==> src/rtl/bcg_pkg.sv <==
// ----------------------------------------------------------------------------
// bcg_pkg
// Shared types and codes of the getblk buffer cache: transfer payloads,
// slot record layout, function and status codes, sequencer states.
// ----------------------------------------------------------------------------
package bcg_pkg;

  localparam int NUM_BUFFERS_DEF = 8;
  localparam int BLOCK_RANGE_DEF = 128;
  localparam int BLK_W           = 7;
  localparam int FUNC_W          = 2;
  localparam int STATUS_W        = 3;
  localparam int OUT_IDX_W       = 3;
  localparam int BLK_SPAN        = 1 << BLK_W;

  // request codes
  localparam logic [FUNC_W-1:0] FN_GET   = 2'd0;
  localparam logic [FUNC_W-1:0] FN_REL   = 2'd1;
  localparam logic [FUNC_W-1:0] FN_WDONE = 2'd2;

  // result status codes
  localparam logic [STATUS_W-1:0] ST_ALLOC    = 3'd0;
  localparam logic [STATUS_W-1:0] ST_BUSY     = 3'd1;
  localparam logic [STATUS_W-1:0] ST_NOFREE   = 3'd2;
  localparam logic [STATUS_W-1:0] ST_RELEASED = 3'd3;
  localparam logic [STATUS_W-1:0] ST_REL_ERR  = 3'd4;
  localparam logic [STATUS_W-1:0] ST_WDONE    = 3'd5;
  localparam logic [STATUS_W-1:0] ST_WB_START = 3'd6;

  typedef struct packed {
    logic [FUNC_W-1:0] func;
    logic [BLK_W-1:0]  block_number;
    logic              mark_delayed;
  } in_item_t;

  typedef struct packed {
    logic [STATUS_W-1:0]  status;
    logic [OUT_IDX_W-1:0] buffer_index;
    logic [BLK_W-1:0]     result_block;
    logic                 last;
  } out_item_t;

  typedef struct packed {
    logic [BLK_W-1:0] tag;
    logic             busy;
    logic             locked;
    logic             dirty;
  } slot_rec_t;

  typedef enum logic [3:0] {
    S_INIT,
    S_IDLE,
    S_TSCAN,
    S_DECIDE,
    S_FSCAN,
    S_SH_RD,
    S_SH_WR,
    S_HITFIN,
    S_POP,
    S_POP_WAIT,
    S_VIC
  } state_t;

endpackage

==> src/rtl/bcg_ram.sv <==
// ----------------------------------------------------------------------------
// bcg_ram
// Simple dual-port synchronous RAM: one write port, one read port,
// registered read data.
// ----------------------------------------------------------------------------
module bcg_ram #(
  parameter int WIDTH = 8,
  parameter int DEPTH = 8
) (
  input  logic                     clk,
  input  logic                     we,
  input  logic [$clog2(DEPTH)-1:0] waddr,
  input  logic [WIDTH-1:0]         wdata,
  input  logic                     re,
  input  logic [$clog2(DEPTH)-1:0] raddr,
  output logic [WIDTH-1:0]         rdata
);

  logic [WIDTH-1:0] mem [DEPTH];
  logic [WIDTH-1:0] rdata_r;

  always_ff @(posedge clk) begin
    if (we) begin
      mem[waddr] <= wdata;
    end
  end

  always_ff @(posedge clk) begin
    if (re) begin
      rdata_r <= mem[raddr];
    end
  end

  assign rdata = rdata_r;

endmodule

==> src/rtl/buffer_cache_getblk.sv <==
// ----------------------------------------------------------------------------
// buffer_cache_getblk
// Disk-block buffer cache with getblk-style allocation, release and
// write-back completion over NUM_BUFFERS slots.
// ----------------------------------------------------------------------------
// A request is taken when start is high and busy is low; results come out
// as one-cycle out_valid pulses that the receiver must take as they come,
// and the last one of a request carries last = 1. Slot records (tag and
// busy/locked/dirty flags) live in one RAM and the LRU free list in a
// second RAM used as a circular queue; each request is a short sequence
// of read, modify and write-back steps on those RAMs. A request holds busy
// while it looks up its tag (one slot read per cycle) and decides. A hit on
// a free slot then finds and closes the gap in the free list; a miss pops
// free-list entries from the head and gives one write-back start per dirty
// buffer met, until a clean buffer is allocated or the list runs dry. A
// request with an unused function code is dropped in the cycle it is taken.
// After reset the block fills both RAMs, with busy held high.
// ----------------------------------------------------------------------------
module buffer_cache_getblk #(
  parameter int NUM_BUFFERS = bcg_pkg::NUM_BUFFERS_DEF,
  parameter int BLOCK_RANGE = bcg_pkg::BLOCK_RANGE_DEF
) (
  input  logic                clk,
  input  logic                rst_n,
  input  logic                start,
  output logic                busy,
  input  bcg_pkg::in_item_t   in_data,
  output logic                out_valid,
  output bcg_pkg::out_item_t  out_data
);

  import bcg_pkg::*;

  localparam int IW = $clog2(NUM_BUFFERS);
  localparam int CW = $clog2(NUM_BUFFERS + 1);
  localparam int RW = $bits(slot_rec_t);
  localparam logic [IW:0] NB = (IW+1)'(NUM_BUFFERS);

  // block number modulo BLOCK_RANGE, as a constant table
  logic [BLK_W-1:0] mod_lut [BLK_SPAN];

  for (genvar g = 0; g < BLK_SPAN; g++) begin : g_mod
    assign mod_lut[g] = BLK_W'(g % BLOCK_RANGE);
  end

  // sequencer registers
  state_t          state_r, state_nxt;
  logic [FUNC_W-1:0] func_r, func_nxt;
  logic [BLK_W-1:0]  bno_r, bno_nxt;
  logic              md_r, md_nxt;
  logic [IW:0]       idx_r, idx_nxt;
  logic              pend_r, pend_nxt;
  logic              hit_r, hit_nxt;
  logic [IW-1:0]     hslot_r, hslot_nxt;
  slot_rec_t         hrec_r, hrec_nxt;
  logic [IW-1:0]     head_r, head_nxt;
  logic [CW-1:0]     cnt_r, cnt_nxt;
  logic [IW:0]       pos_r, pos_nxt;
  logic [IW-1:0]     vic_r, vic_nxt;
  logic              out_valid_r, out_valid_nxt;
  out_item_t         out_data_r, out_data_nxt;

  // RAM ports
  logic              s_we, s_re;
  logic [IW-1:0]     s_wa, s_ra;
  slot_rec_t         s_wd, s_rd;
  logic              f_we, f_re;
  logic [IW-1:0]     f_wa, f_ra, f_wd, f_rd;

  logic [IW:0]       head_ext, cnt_ext, prev_idx, pos_inc;
  logic              s_match;
  logic              accept;

  bcg_ram #(.WIDTH(RW), .DEPTH(NUM_BUFFERS)) u_slot_ram (
    .clk   (clk),
    .we    (s_we),
    .waddr (s_wa),
    .wdata (s_wd),
    .re    (s_re),
    .raddr (s_ra),
    .rdata (s_rd)
  );

  bcg_ram #(.WIDTH(IW), .DEPTH(NUM_BUFFERS)) u_free_ram (
    .clk   (clk),
    .we    (f_we),
    .waddr (f_wa),
    .wdata (f_wd),
    .re    (f_re),
    .raddr (f_ra),
    .rdata (f_rd)
  );

  // circular queue position: inputs stay below twice the depth
  function automatic logic [IW-1:0] wrap_idx(input logic [IW:0] x);
    logic [IW:0] y;
    y = (x >= NB) ? (x - NB) : x;
    return y[IW-1:0];
  endfunction

  function automatic out_item_t mk_out(input logic [STATUS_W-1:0] st,
                                       input logic [IW-1:0] idx,
                                       input logic [BLK_W-1:0] blk,
                                       input logic lst);
    out_item_t o;
    o.status       = st;
    o.buffer_index = OUT_IDX_W'(idx);
    o.result_block = blk;
    o.last         = lst;
    return o;
  endfunction

  assign busy     = (state_r != S_IDLE);
  assign accept   = start && !busy;
  assign head_ext = (IW+1)'(head_r);
  assign cnt_ext  = (IW+1)'(cnt_r);
  assign prev_idx = idx_r - 1'b1;
  assign pos_inc  = pos_r + 1'b1;
  // a write-done lookup only counts locked slots
  assign s_match  = (s_rd.tag == bno_r) && ((func_r != FN_WDONE) || s_rd.locked);

  always_ff @(posedge clk) begin
    if (!rst_n) begin
      state_r     <= S_INIT;
      idx_r       <= '0;
      pend_r      <= 1'b0;
      hit_r       <= 1'b0;
      head_r      <= '0;
      cnt_r       <= '0;
      pos_r       <= '0;
      out_valid_r <= 1'b0;
    end else begin
      state_r     <= state_nxt;
      idx_r       <= idx_nxt;
      pend_r      <= pend_nxt;
      hit_r       <= hit_nxt;
      head_r      <= head_nxt;
      cnt_r       <= cnt_nxt;
      pos_r       <= pos_nxt;
      out_valid_r <= out_valid_nxt;
    end
  end

  // payload registers
  always_ff @(posedge clk) begin
    func_r     <= func_nxt;
    bno_r      <= bno_nxt;
    md_r       <= md_nxt;
    hslot_r    <= hslot_nxt;
    hrec_r     <= hrec_nxt;
    vic_r      <= vic_nxt;
    out_data_r <= out_data_nxt;
  end

  always_comb begin
    state_nxt     = state_r;
    func_nxt      = func_r;
    bno_nxt       = bno_r;
    md_nxt        = md_r;
    idx_nxt       = idx_r;
    pend_nxt      = 1'b0;
    hit_nxt       = hit_r;
    hslot_nxt     = hslot_r;
    hrec_nxt      = hrec_r;
    head_nxt      = head_r;
    cnt_nxt       = cnt_r;
    pos_nxt       = pos_r;
    vic_nxt       = vic_r;
    out_valid_nxt = 1'b0;
    out_data_nxt  = out_data_r;
    s_we = 1'b0;  s_wa = '0;  s_wd = '0;  s_re = 1'b0;  s_ra = '0;
    f_we = 1'b0;  f_wa = '0;  f_wd = '0;  f_re = 1'b0;  f_ra = '0;

    case (state_r)
      S_INIT: begin
        // fill slot i with block i+1, free list in slot order
        s_we = 1'b1;
        s_wa = idx_r[IW-1:0];
        s_wd.tag    = mod_lut[BLK_W'(idx_r + 1'b1)];
        s_wd.busy   = 1'b0;
        s_wd.locked = 1'b0;
        s_wd.dirty  = 1'b0;
        f_we = 1'b1;
        f_wa = idx_r[IW-1:0];
        f_wd = idx_r[IW-1:0];
        if (idx_r == NB - 1'b1) begin
          head_nxt  = '0;
          cnt_nxt   = CW'(NUM_BUFFERS);
          idx_nxt   = '0;
          state_nxt = S_IDLE;
        end else begin
          idx_nxt = idx_r + 1'b1;
        end
      end

      S_IDLE: begin
        if (accept) begin
          func_nxt = in_data.func;
          bno_nxt  = mod_lut[in_data.block_number];
          md_nxt   = in_data.mark_delayed;
          idx_nxt  = '0;
          hit_nxt  = 1'b0;
          // drop unused function codes right here
          if (in_data.func == FN_GET || in_data.func == FN_REL ||
              in_data.func == FN_WDONE) begin
            state_nxt = S_TSCAN;
          end
        end
      end

      S_TSCAN: begin
        // stream slot reads, compare each result in the cycle after its read
        if (idx_r < NB) begin
          s_re     = 1'b1;
          s_ra     = idx_r[IW-1:0];
          idx_nxt  = idx_r + 1'b1;
          pend_nxt = 1'b1;
        end
        if (pend_r) begin
          if (s_match) begin
            hit_nxt   = 1'b1;
            hslot_nxt = prev_idx[IW-1:0];
            hrec_nxt  = s_rd;
            pend_nxt  = 1'b0;
            state_nxt = S_DECIDE;
          end else if (idx_r == NB) begin
            hit_nxt   = 1'b0;
            pend_nxt  = 1'b0;
            state_nxt = S_DECIDE;
          end
        end
      end

      S_DECIDE: begin
        case (func_r)
          FN_GET: begin
            if (hit_r && (hrec_r.busy || hrec_r.locked)) begin
              out_valid_nxt = 1'b1;
              out_data_nxt  = mk_out(ST_BUSY, hslot_r, hrec_r.tag, 1'b1);
              state_nxt     = S_IDLE;
            end else if (hit_r) begin
              pos_nxt   = '0;
              state_nxt = S_FSCAN;
            end else begin
              state_nxt = S_POP;
            end
          end
          FN_REL: begin
            state_nxt     = S_IDLE;
            out_valid_nxt = 1'b1;
            if (!hit_r) begin
              out_data_nxt = mk_out(ST_REL_ERR, '0, bno_r, 1'b1);
            end else if (!hrec_r.busy || hrec_r.locked) begin
              out_data_nxt = mk_out(ST_REL_ERR, hslot_r, bno_r, 1'b1);
            end else begin
              s_we        = 1'b1;
              s_wa        = hslot_r;
              s_wd        = hrec_r;
              s_wd.busy   = 1'b0;
              s_wd.dirty  = hrec_r.dirty | md_r;
              // append at the LRU tail
              if (cnt_r < CW'(NUM_BUFFERS)) begin
                f_we    = 1'b1;
                f_wa    = wrap_idx(head_ext + cnt_ext);
                f_wd    = hslot_r;
                cnt_nxt = cnt_r + 1'b1;
              end
              out_data_nxt = mk_out(ST_RELEASED, hslot_r, hrec_r.tag, 1'b1);
            end
          end
          FN_WDONE: begin
            state_nxt = S_IDLE;
            if (hit_r) begin
              s_we        = 1'b1;
              s_wa        = hslot_r;
              s_wd        = hrec_r;
              s_wd.busy   = 1'b0;
              s_wd.locked = 1'b0;
              s_wd.dirty  = 1'b0;
              // push at the head: reused first
              if (cnt_r < CW'(NUM_BUFFERS)) begin
                head_nxt = wrap_idx(head_ext + NB - 1'b1);
                f_we     = 1'b1;
                f_wa     = wrap_idx(head_ext + NB - 1'b1);
                f_wd     = hslot_r;
                cnt_nxt  = cnt_r + 1'b1;
              end
              out_valid_nxt = 1'b1;
              out_data_nxt  = mk_out(ST_WDONE, hslot_r, hrec_r.tag, 1'b1);
            end
          end
          default: begin
            state_nxt = S_IDLE;
          end
        endcase
      end

      S_FSCAN: begin
        // locate the hit slot in the free list
        if (pend_r && (f_rd == hslot_r)) begin
          pos_nxt   = pos_r - 1'b1;
          state_nxt = S_SH_RD;
        end else if (pos_r >= cnt_ext) begin
          state_nxt = S_HITFIN;
        end else begin
          f_re     = 1'b1;
          f_ra     = wrap_idx(head_ext + pos_r);
          pos_nxt  = pos_inc;
          pend_nxt = 1'b1;
        end
      end

      S_SH_RD: begin
        // close the gap: move the next entry down one place
        if (pos_inc < cnt_ext) begin
          f_re      = 1'b1;
          f_ra      = wrap_idx(head_ext + pos_inc);
          state_nxt = S_SH_WR;
        end else begin
          cnt_nxt   = cnt_r - 1'b1;
          state_nxt = S_HITFIN;
        end
      end

      S_SH_WR: begin
        f_we      = 1'b1;
        f_wa      = wrap_idx(head_ext + pos_r);
        f_wd      = f_rd;
        pos_nxt   = pos_inc;
        state_nxt = S_SH_RD;
      end

      S_HITFIN: begin
        s_we          = 1'b1;
        s_wa          = hslot_r;
        s_wd          = hrec_r;
        s_wd.busy     = 1'b1;
        out_valid_nxt = 1'b1;
        out_data_nxt  = mk_out(ST_ALLOC, hslot_r, hrec_r.tag, 1'b1);
        state_nxt     = S_IDLE;
      end

      S_POP: begin
        if (cnt_r == '0) begin
          out_valid_nxt = 1'b1;
          out_data_nxt  = mk_out(ST_NOFREE, '0, bno_r, 1'b1);
          state_nxt     = S_IDLE;
        end else begin
          f_re      = 1'b1;
          f_ra      = head_r;
          head_nxt  = wrap_idx(head_ext + 1'b1);
          cnt_nxt   = cnt_r - 1'b1;
          state_nxt = S_POP_WAIT;
        end
      end

      S_POP_WAIT: begin
        vic_nxt   = f_rd;
        s_re      = 1'b1;
        s_ra      = f_rd;
        state_nxt = S_VIC;
      end

      S_VIC: begin
        s_we = 1'b1;
        s_wa = vic_r;
        s_wd = s_rd;
        out_valid_nxt = 1'b1;
        if (s_rd.dirty) begin
          // lock for write-back, keep draining the free list
          s_wd.locked  = 1'b1;
          out_data_nxt = mk_out(ST_WB_START, vic_r, s_rd.tag, 1'b0);
          state_nxt    = S_POP;
        end else begin
          s_wd.tag     = bno_r;
          s_wd.busy    = 1'b1;
          out_data_nxt = mk_out(ST_ALLOC, vic_r, bno_r, 1'b1);
          state_nxt    = S_IDLE;
        end
      end

      default: begin
        state_nxt = S_IDLE;
      end
    endcase
  end

  assign out_valid = out_valid_r;
  assign out_data  = out_data_r;

  // results only come out of request processing
  a_out_after_busy: assert property (@(posedge clk) disable iff (!rst_n)
    out_valid |-> $past(busy))
    else $error("result transfer without a request in progress");

  // only a write-back start leaves more results to follow
  a_last_status: assert property (@(posedge clk) disable iff (!rst_n)
    (out_valid && !out_data.last) |-> (out_data.status == ST_WB_START))
    else $error("non-final result with a final status");

  // free list never holds more than every slot
  a_cnt_bound: assert property (@(posedge clk) disable iff (!rst_n)
    cnt_r <= CW'(NUM_BUFFERS))
    else $error("free list count overflow");

  // a get request keeps the block busy for its lookup
  a_get_busy: assert property (@(posedge clk) disable iff (!rst_n)
    (start && !busy && in_data.func == FN_GET) |=> busy)
    else $error("get request not taken into processing");

endmodule

==> config.mk <==
export PLATFORM = sky130hd
export DESIGN_NAME = buffer_cache_getblk
export DESIGN_NICKNAME = d
export VERILOG_FILES = /design/src/rtl/bcg_pkg.sv /design/src/rtl/bcg_ram.sv /design/src/rtl/buffer_cache_getblk.sv
export SDC_FILE = /design/constraint.sdc
export NUM_CORES = 1
export LEC_CHECK = 0
export BUFFER_PORTS_ARGS = -buffer_cell sky130_fd_sc_hd__buf_2
export CAP_MARGIN = 20
export CORE_AREA = 2 2 141 143
export CTS_CLUSTER_DIAMETER = 40
export CTS_CLUSTER_SIZE = 25
export DETAILED_ROUTE_END_ITERATION = 7
export DIE_AREA = 0 0 143 145
export PLACE_DENSITY = 0.68
export SKIP_LAST_GASP = 1
export SLEW_MARGIN = 20
export SYNTH_ARGS = -nofsm -noshare
export SYNTH_HDL_FRONTEND = slang
export SYNTH_SLANG_ARGS = --single-unit
==> constraint.sdc <==
create_clock -name clk -period 6.6 [get_ports clk]
set_clock_uncertainty 0.05 [all_clocks]
set_input_delay 0.66 -clock clk [delete_from_list [all_inputs] [get_ports clk]]
set_output_delay 0.66 -clock clk [all_outputs]
set_load 0.02 [all_outputs]
==> metrics, run 1 <==
utilization after layout=51.3%; Mapped Nets=728; number of global-route vias before repair=5830; final hold violations=0; Layout Cells excl Fill=999; Worst setup SP type=register; leakage=4.01 nW; top_reg_cell synth=edfxtp_1; Ys Warns=0; post-route minimum period=4000 ps; 1st-iter DRT viols=520; top routing layer used=met5; clock tree sinks=179; Slowest cell on crit path=dfxtp_1; met1 wire length=8510 um; final antenna-violating net count=0; Total Wirelength=20400 um; Worst slew margin=27.8%; initial core utilization=46.0%; setup bufs post-CTS=0; count of input and output buffers=28; CTS tree=built; Cell Chain, Critical Path=nor2b_2 > and2_1 > nand2_1 > o21ai_0 > a22oi_1 > or2_2 > nor2_1; clock latency on the worst-skew pair=430 ps; CTS Root Buffer Type=clkbuf_16; pin count of the biggest net entering global routing=41; die height=145 um; crit path capture type=register; GPL Wtd Cong=0.918; length of routed met2 wiring=10200 um; Longest Clk Path Bufs=2; Final Slew Violations=0; via count=5725; Die ar.=20700 sq um; Ant. Diodes=0; area added between synthesis and finish=11.4%; Pre-antenna DRT Iters=5; Synth Area per Inst=12.9 sq um; Seq cells post-synth=179; vias per cell=5.73; Post-synth EDFFs=157; routed len/inst=20.4 um; PD cells=251 nW/um^2; sum of negative setup slack=0 ps; Worst Tran Pin Value=1080 ps; commonest non-fill, non-tap cell in the layout=edfxtp_1; CTS Buf Count=17; worst-case vdd ir drop=0.000215 V; first-pass GRT wire length=32300 um; Hold Buf Count CTS=0; sequential share of the synthesized area=58.3%; Max-Cap Viols=0; gr usage total=20.6%; routed length on met3=1190 um; core area=19200 sq um; Layout Nets=761; status=completed; commonest non-fill, non-tap cells in the layout=edfxtp_1 (157), mux2i_1 (92), nor2_1 (48), nand2_1 (42), o21ai_0 (33); Die W=143 um; CP arrival=4000 ps; share of layout cells above drive strength 1=14.3%; initial antenna violation count=1; WP data required=6600 ps; Synth cell types=68; ys async rst share=0%; DP Wirelength=14600 um; CP max FO=29; total number of H-tree levels=4; number of core rows=51; CP peak stage delay=880 ps; HP Class=in -> reg; final setup fails=0; fin crit share=60.6%; Resize count post-CTS=0; Worst-path clk slew=70 ps; I/O pin cnt=29; Peak Freq=250 MHz; grt ovf=0; Netlist Area Pre-Place=8840 sq um; Residual DRC=0; RSZ-0062 raised after global routing=false; Placed Cells=967; kind of critical path=reg -> reg; cells after synthesis=688
-- per-stage QoR --
step	power (mW)	instance area (sq um)	hold slack [ps]	worst slack (ps)
after global routing	2.56	9850	335	2230
final	2.47	9850	348	2600
after CTS	2.49	9850	333	2660
after floorplan	1.48	8840	377	3530
after global placement	1.53	9280	391	2920
after detailed placement	1.55	9290	397	2680
-- critical path: cells and delay by family (launching register included) --
kind / cells / cell delay [ps]
simple gates: 5 / 2040
flops: 1 / 880
compound gates: 2 / 640
-- cell families (layout without fill, tap and decap cells) --
kind of cell,after synthesis,in the layout,share of synthesized area (%)
DFF,179,179,58.3
and+or+nand+nor,172,172,10.2
AOI/OAI and AO/OA,135,135,10.8
muxes,105,105,12.1
buffers and inverters,49,95,2.45
adders and majority gates,27,27,4.16
xor gates and xnor gates,21,21,2.08
-- path summary, 6_finish.rpt --
path / start / to / slack, ps / depth (start not counted)
hold / removal: in_data[1] / bno_r[0] / 350 / 1
setup / recovery: state_r[1] / u_slot_ram.mem[3][6] / 2600 / 7
setup reg to reg: state_r[1] / u_slot_ram.mem[3][6] / 2600 / 7
hold reg to reg: u_slot_ram.rdata[2] / hrec_r[2] / 410 / 0
-- registers in the layout, summed over array words and instances (netlist names), 7 cells and up --
register	flops
hrec_r	10
bno_r	7
out_data	14
u_free_ram.mem	24
u_slot_ram.rdata	10
u_slot_ram.mem	80
-- metal layers --
layer	vias up	GRT usage (%)
met5	-	0
met1	2808	26.9
met3	42	4.52
met4	2	7.38
met2	202	33.8
li1	2671	-
-- synth_stat cells, drive strengths merged, types with 14 or more instances --
library cell    n  area (sq um)
buf            14          85.1
mux2i          92           921
o21ai          35           175
edfxtp        157          4710
ha             23           288
a21oi          31           155
xnor2          15           131
a221o          14           140
inv            22          82.6
nor2           49           191
nand2          44           175
dfxtp          22           440
-- power breakdown --
part	internal [mW]	switching, mW
registers	1.31	0.0231
clock network	0.492	0.456
logic	0.0707	0.122
total	1.87	0.600
-- layout make-up --
class / instances / area (sq um)
Tap cell: 265 / 332
Fill cell: 1629 / 9360
Multi-Input combinational cell: 460 / 3490
Inverter: 22 / 82.6
Clock inverter: 15 / 131
Timing Repair Buffer: 41 / 235
Sequential cell: 179 / 5150
Clock buffer: 17 / 425
Power figures use the tool's default switching activity.
==> run 2: changes to the inputs <==
--- a/config.mk
+++ b/config.mk
@@ -12,7 +12,7 @@
 export CTS_CLUSTER_SIZE = 25
 export DETAILED_ROUTE_END_ITERATION = 7
 export DIE_AREA = 0 0 143 145
-export PLACE_DENSITY = 0.68
+export PLACE_DENSITY = 0.7
 export SKIP_LAST_GASP = 1
 export SLEW_MARGIN = 20
 export SYNTH_ARGS = -nofsm -noshare
==> constraint.sdc (replaced) <==
create_clock -name clk -period 3.32 [get_ports clk]
set_clock_uncertainty 0.05 [all_clocks]
set_input_delay 0.332 -clock clk [delete_from_list [all_inputs] [get_ports clk]]
set_output_delay 0.332 -clock clk [all_outputs]
set_load 0.02 [all_outputs]
==> run 2 against run 1 <==
  * Global-route usage is 0.086 points lower
  * Combinational power up 110%
  * Cell area increased by 2.1%
  * Critical path depth grew 1
  * Critical path type unchanged
  * Clock power up 120%
  * Count of clock-buffer cells in the layout is 2 higher
  * Flip-flop and latch count did not move
==> metrics, run 2 (same netlist as run 1, synthesis figures left out) <==
CTS Buf Count=17; Combinational Power Share=7.9%; leakage=4.13 nW; kind of critical path=reg -> reg; utilization after layout=52.3%; critical path depth=8; initial antenna violation count=0; WP buf/inv=2; crit path capture type=register; worst reg2reg path depth=8; commonest non-fill, non-tap cells in the layout=edfxtp_1 (157), mux2i_1 (92), nor2_1 (48), nand2_1 (42), o21ai_0 (33); pin count of the biggest net entering global routing=41; RSZ-0062 raised after global routing=false; Total Wirelength=20600 um; switching power=1.19 mW; Ant. Diodes=0; count of input and output buffers=28; share of total power in the clock network=40.1%; status=completed; sum of negative setup slack=0 ps; Pre-antenna DRT Iters=5; number of global-route vias before repair=5897; CTS tree=built; Longest Clk Path Bufs=2; fin crit share=94.2%; hold_ws=16.7 ps; final setup fails=0; Worst R2R Start=func_r[0]; DP Wirelength=14700 um; Worst setup SP type=register; number of core rows=51; max reg flops=80; R2R Setup Slk=190 ps; via count=5815; clock tree sinks=179; die height=145 um; Residual DRC=0; CP max FO=10; Worst Hold End=md_r; core area=19200 sq um; final antenna-violating net count=0; Cell Chain, Critical Path=ha_1 > and3b_1 > o21ai_0 > o21ai_0 > a22oi_1 > inv_1 > nor3_1 > buf_4; share of power burned in registers=52.0%; Worst-path clk slew=70 ps; Die ar.=20700 sq um; Biggest register=u_slot_ram.mem; worst-case vdd ir drop=0.000421 V; WP data required=3410 ps; gr usage total=20.6%; Max-Cap Viols=0; worst r2r dst=u_slot_ram.mem[2][5]; Peak Freq=320 MHz; CP arrival=3220 ps; Layout Nets=780; WHS Path Cells=1; share of layout cells above drive strength 1=16.5%; most frequent CP cell=o21ai_0; Hold Buf Count CTS=0; GPL Wtd Cong=0.955; post-route minimum period=3130 ps; CTS Root Buffer Type=clkbuf_16; PD cells=505 nW/um^2; final hold violations=0; Die W=143 um; first-pass GRT wire length=32200 um; Worst slew margin=48.2%; setup slack after layout=193 ps; CP delay by family, top=compound AO/OA/AOI/OAI gates; Final Slew Violations=0; total number of H-tree levels=4; grt ovf=0; switch share=23.4%; internal power=3.89 mW; Slowest cell on crit path=a22oi_1; CP peak stage delay=570 ps; I/O pin cnt=29; 1st-iter DRT viols=492; clock latency on the worst-skew pair=440 ps; HP Class=in -> reg; Post-Place Setup Slack=225 ps; vias per cell=5.71; Worst Tran Pin Value=777 ps; commonest non-fill, non-tap cell in the layout=edfxtp_1; HP Start=in_data[0]; initial core utilization=46.0%; area added between synthesis and finish=13.7%; routed len/inst=20.2 um
[run 2: cell types whose count changed in the layout (fill, tap and decap cells not counted), moves of 2 or more]
cell	change
clkbuf_1	+2
inv_8	+2
buf_4	+19
clkinv_4	-2
clkinv_2	-2
bufinv_16	+2
[run 2: layout make-up]
| type | count | area, sq um |
|---|---|---|
| Fill cell | 1606 | 9150 |
| Sequential cell | 179 | 5150 |
| Multi-Input combinational cell | 460 | 3490 |
| Clock buffer | 19 | 433 |
| Timing Repair Buffer | 60 | 393 |
| Tap cell | 265 | 332 |
| Clock inverter | 13 | 166 |
| Inverter | 22 | 82.6 |
[run 2: what timing repair did]
item	CTS	global route
setup buffers	0	0
gates resized for setup	0	1
endpoints found under the setup margin	0	30
hold endpoints to repair	0	0
[run 2: power groups by stage]
| stage | sequential, mW | combinational, mW | clock, mW |
|---|---|---|---|
| global placement | 2.69 | 0.378 | 0 |
| detailed placement | 2.69 | 0.395 | 0 |
| CTS | 2.64 | 0.400 | 2.06 |
| finish | 2.64 | 0.400 | 2.04 |
| floorplan | 2.67 | 0.264 | 0 |
| global route | 2.65 | 0.437 | 2.14 |
[run 2: routing by layer]
metal  vias up  share of wire [%]  wire, um  track usage [%]
li1       2718                  -         -                -
met1      2898                 42      8680             26.7
met2       159                 50     10200             33.8
met3        40                4.7       974             3.43
met4         0                3.2       665             8.91
met5         -                  0         0                0
[run 2: worst max-delay path by stage]
stage / start / endpoint / slack [ps]
2_1_floorplan: func_r[0] / u_slot_ram.mem[4][0] / 250
3_5_place_dp: func_r[0] / u_slot_ram.mem[2][8] / 230
6_report: func_r[0] / u_slot_ram.mem[2][5] / 190
4_1_cts: func_r[0] / u_slot_ram.mem[2][1] / 190
5_1_grt: pos_r[1] / u_free_ram.rdata[2] / 0.9
3_3_place_gp: pos_r[1] / u_free_ram.rdata[0] / 370
[run 2: per-stage QoR]
stage | power [mW] | instance area, sq um | instances
floorplan | 2.94 | 8840 | 688
global placement | 3.06 | 9450 | 986
detailed placement | 3.09 | 9450 | 986
CTS | 5.10 | 10000 | 1018
global route | 5.23 | 10100 | 1018
finish | 5.08 | 10100 | 1018
==> run 3: changes to the inputs <==
--- a/config.mk
+++ b/config.mk
@@ -5,14 +5,15 @@
 export SDC_FILE = /design/constraint.sdc
 export NUM_CORES = 1
 export LEC_CHECK = 0
+export ABC_AREA = 1
 export BUFFER_PORTS_ARGS = -buffer_cell sky130_fd_sc_hd__buf_2
 export CAP_MARGIN = 20
-export CORE_AREA = 2 2 141 143
+export CORE_AREA = 2 2 142 144
 export CTS_CLUSTER_DIAMETER = 40
 export CTS_CLUSTER_SIZE = 25
 export DETAILED_ROUTE_END_ITERATION = 7
-export DIE_AREA = 0 0 143 145
-export PLACE_DENSITY = 0.7
+export DIE_AREA = 0 0 144 146
+export PLACE_DENSITY = 0.71
 export SKIP_LAST_GASP = 1
 export SLEW_MARGIN = 20
 export SYNTH_ARGS = -nofsm -noshare
==> run 3 against run 2 <==
  * Sequential power grew 26%
  * Clock power shrank 2%
  * Critical endpoint is now u_free_ram.rdata[1]
  * Die area grew 1.4%
  * Highest routed layer unchanged
  * Largest cell class unchanged
==> metrics, run 3 <==
top-area cell type share of the netlist area=52.1%; RSZ-0062 raised after global routing=false; Synth cell types=40; top_reg_cell synth=edfxtp_1; Max-Cap Viols=0; commonest non-fill, non-tap cells in the layout=inv_1 (166), nand2_1 (165), edfxtp_1 (157), nor2_1 (110), o21ai_0 (65); most frequent cell after synthesis=inv_1; Worst setup SP type=register; Final Slew Violations=0; share of layout cells above drive strength 1=10.9%; worst-case vdd ir drop=0.000497 V; routed len/inst=16.4 um; PD cells=716 nW/um^2; Post-synth EDFFs=157; Post-Place Setup Slack=329 ps; HP Class=in -> reg; Total Wirelength=20900 um; gr usage total=20.7%; Resize count post-CTS=0; utilization after layout=52.4%; grt ovf=0; CP arrival=3130 ps; sum of negative setup slack=0 ps; area added between synthesis and finish=12.0%; total power=7.25 mW; vias per cell=5.25; total number of H-tree levels=4; CTS Buf Count=17; Worst slew margin=29.3%; WP data required=3470 ps; 1st-iter DRT viols=499; number of core rows=51; GPL Wtd Cong=0.937; Longest Clk Path Bufs=2; ys async rst share=0%; Seq cells post-synth=179; setup bufs post-CTS=0; CTS tree=built; number of global-route vias before repair=6469; Worst Tran Pin Value=1060 ps; initial antenna violation count=0; Peak Freq=335 MHz; kind of critical path=reg -> reg; Die W=144 um; final setup fails=0; clock latency on the worst-skew pair=430 ps; R2R Setup Slk=330 ps; first-pass GRT wire length=33300 um; initial core utilization=46.8%; Worst-path clk slew=70 ps; DP Area=9540 sq um; CP max FO=13; count of input and output buffers=28; CTS Root Buffer Type=clkbuf_16; cells after synthesis=958; Netlist Area Pre-Place=9040 sq um; Layout Nets=1041; Residual DRC=0; fin area=10100 sq um; via count=6710; DP Wirelength=14900 um; Biggest register=u_slot_ram.mem; sequential share of the synthesized area=57.0%; fin crit share=90.0%; Synth Area per Inst=9.44 sq um; core area=19300 sq um; post-route minimum period=2990 ps; Die ar.=21000 sq um; pin count of the biggest net entering global routing=41; status=completed; I/O pin cnt=29; Mapped Nets=998; Hold Buf Count CTS=0; commonest non-fill, non-tap cell in the layout=inv_1; cell accounting for the most synthesized area=edfxtp_1; crit path capture type=register; leakage=4.27 nW; setup slack after layout=333 ps; Pre-antenna DRT Iters=7; final hold violations=0; Ys Warns=0; Area contributors post-synth=edfxtp_1 (52%), inv_1 (6.9%), nand2_1 (6.8%); final antenna-violating net count=0; Ant. Diodes=0; clock tree sinks=179; Synth top cells by count=inv_1 (166), nand2_1 (165), edfxtp_1 (157); die height=146 um; max reg flops=80
## run 3: final timing paths
kind | from | to | cells after the start
max | cnt_ext[3] | u_free_ram.rdata[1] | 12
min | in_data[2] | bno_r[1] | 1
max reg2reg | cnt_ext[3] | u_free_ram.rdata[1] | 12
min reg2reg | u_slot_ram.rdata[4] | hrec_r[4] | 0
## run 3: layout make-up
| type | count | area, sq um |
|---|---|---|
| clock buffers | 17 | 425 |
| clock inverters | 15 | 168 |
| fillers | 1691 | 9210 |
| inverters | 170 | 638 |
| multi-input cells | 586 | 3130 |
| flip-flops and latches | 179 | 5150 |
| well taps | 265 | 332 |
| repair buffers | 47 | 283 |
## run 3: logic make-up after synthesis
logic type	after synthesis	synth area share, %
fa+ha+maj	27	4.07
flops	179	57.0
compound gates	168	11.0
xor+xnor	22	2.13
simple gates	369	17.3
buf+inv	193	8.45
## run 3: metrics by stage
stage | cells | hold slack [ps]
2_1_floorplan | 958 | 376
3_3_place_gp | 1247 | 423
3_5_place_dp | 1247 | 421
4_1_cts | 1279 | 8.63
5_1_grt | 1279 | 3.42
6_report | 1279 | 24.2
## run 3: worst max-delay path, cell delays in order (launching register included)
cell and delay [ps]:
dfxtp_1 530, inv_1 240, ha_1 350, a21oi_1 180, nand3_1 170, nor2_1 110, nand3_1 320, nand2_1 440
nand2_1 120, nand3_1 80, nand2_1 60, nand2_1 50, nand2_1 50
## run 3: routing by layer
| layer | vias up | global-route usage (%) | share of wire [%] |
|---|---|---|---|
| met1 | 3167 | 27.2 | 44 |
| met5 | - | 0 | 0 |
| met3 | 27 | 4.51 | 6.1 |
| li1 | 3299 | - | - |
| met2 | 217 | 33.8 | 48 |
| met4 | 0 | 7.01 | 2.0 |
## run 3: power breakdown
part / switching, mW / internal (mW)
clock network: 0.932 / 1.07
logic: 1.34 / 0.583
registers: 0.188 / 3.13
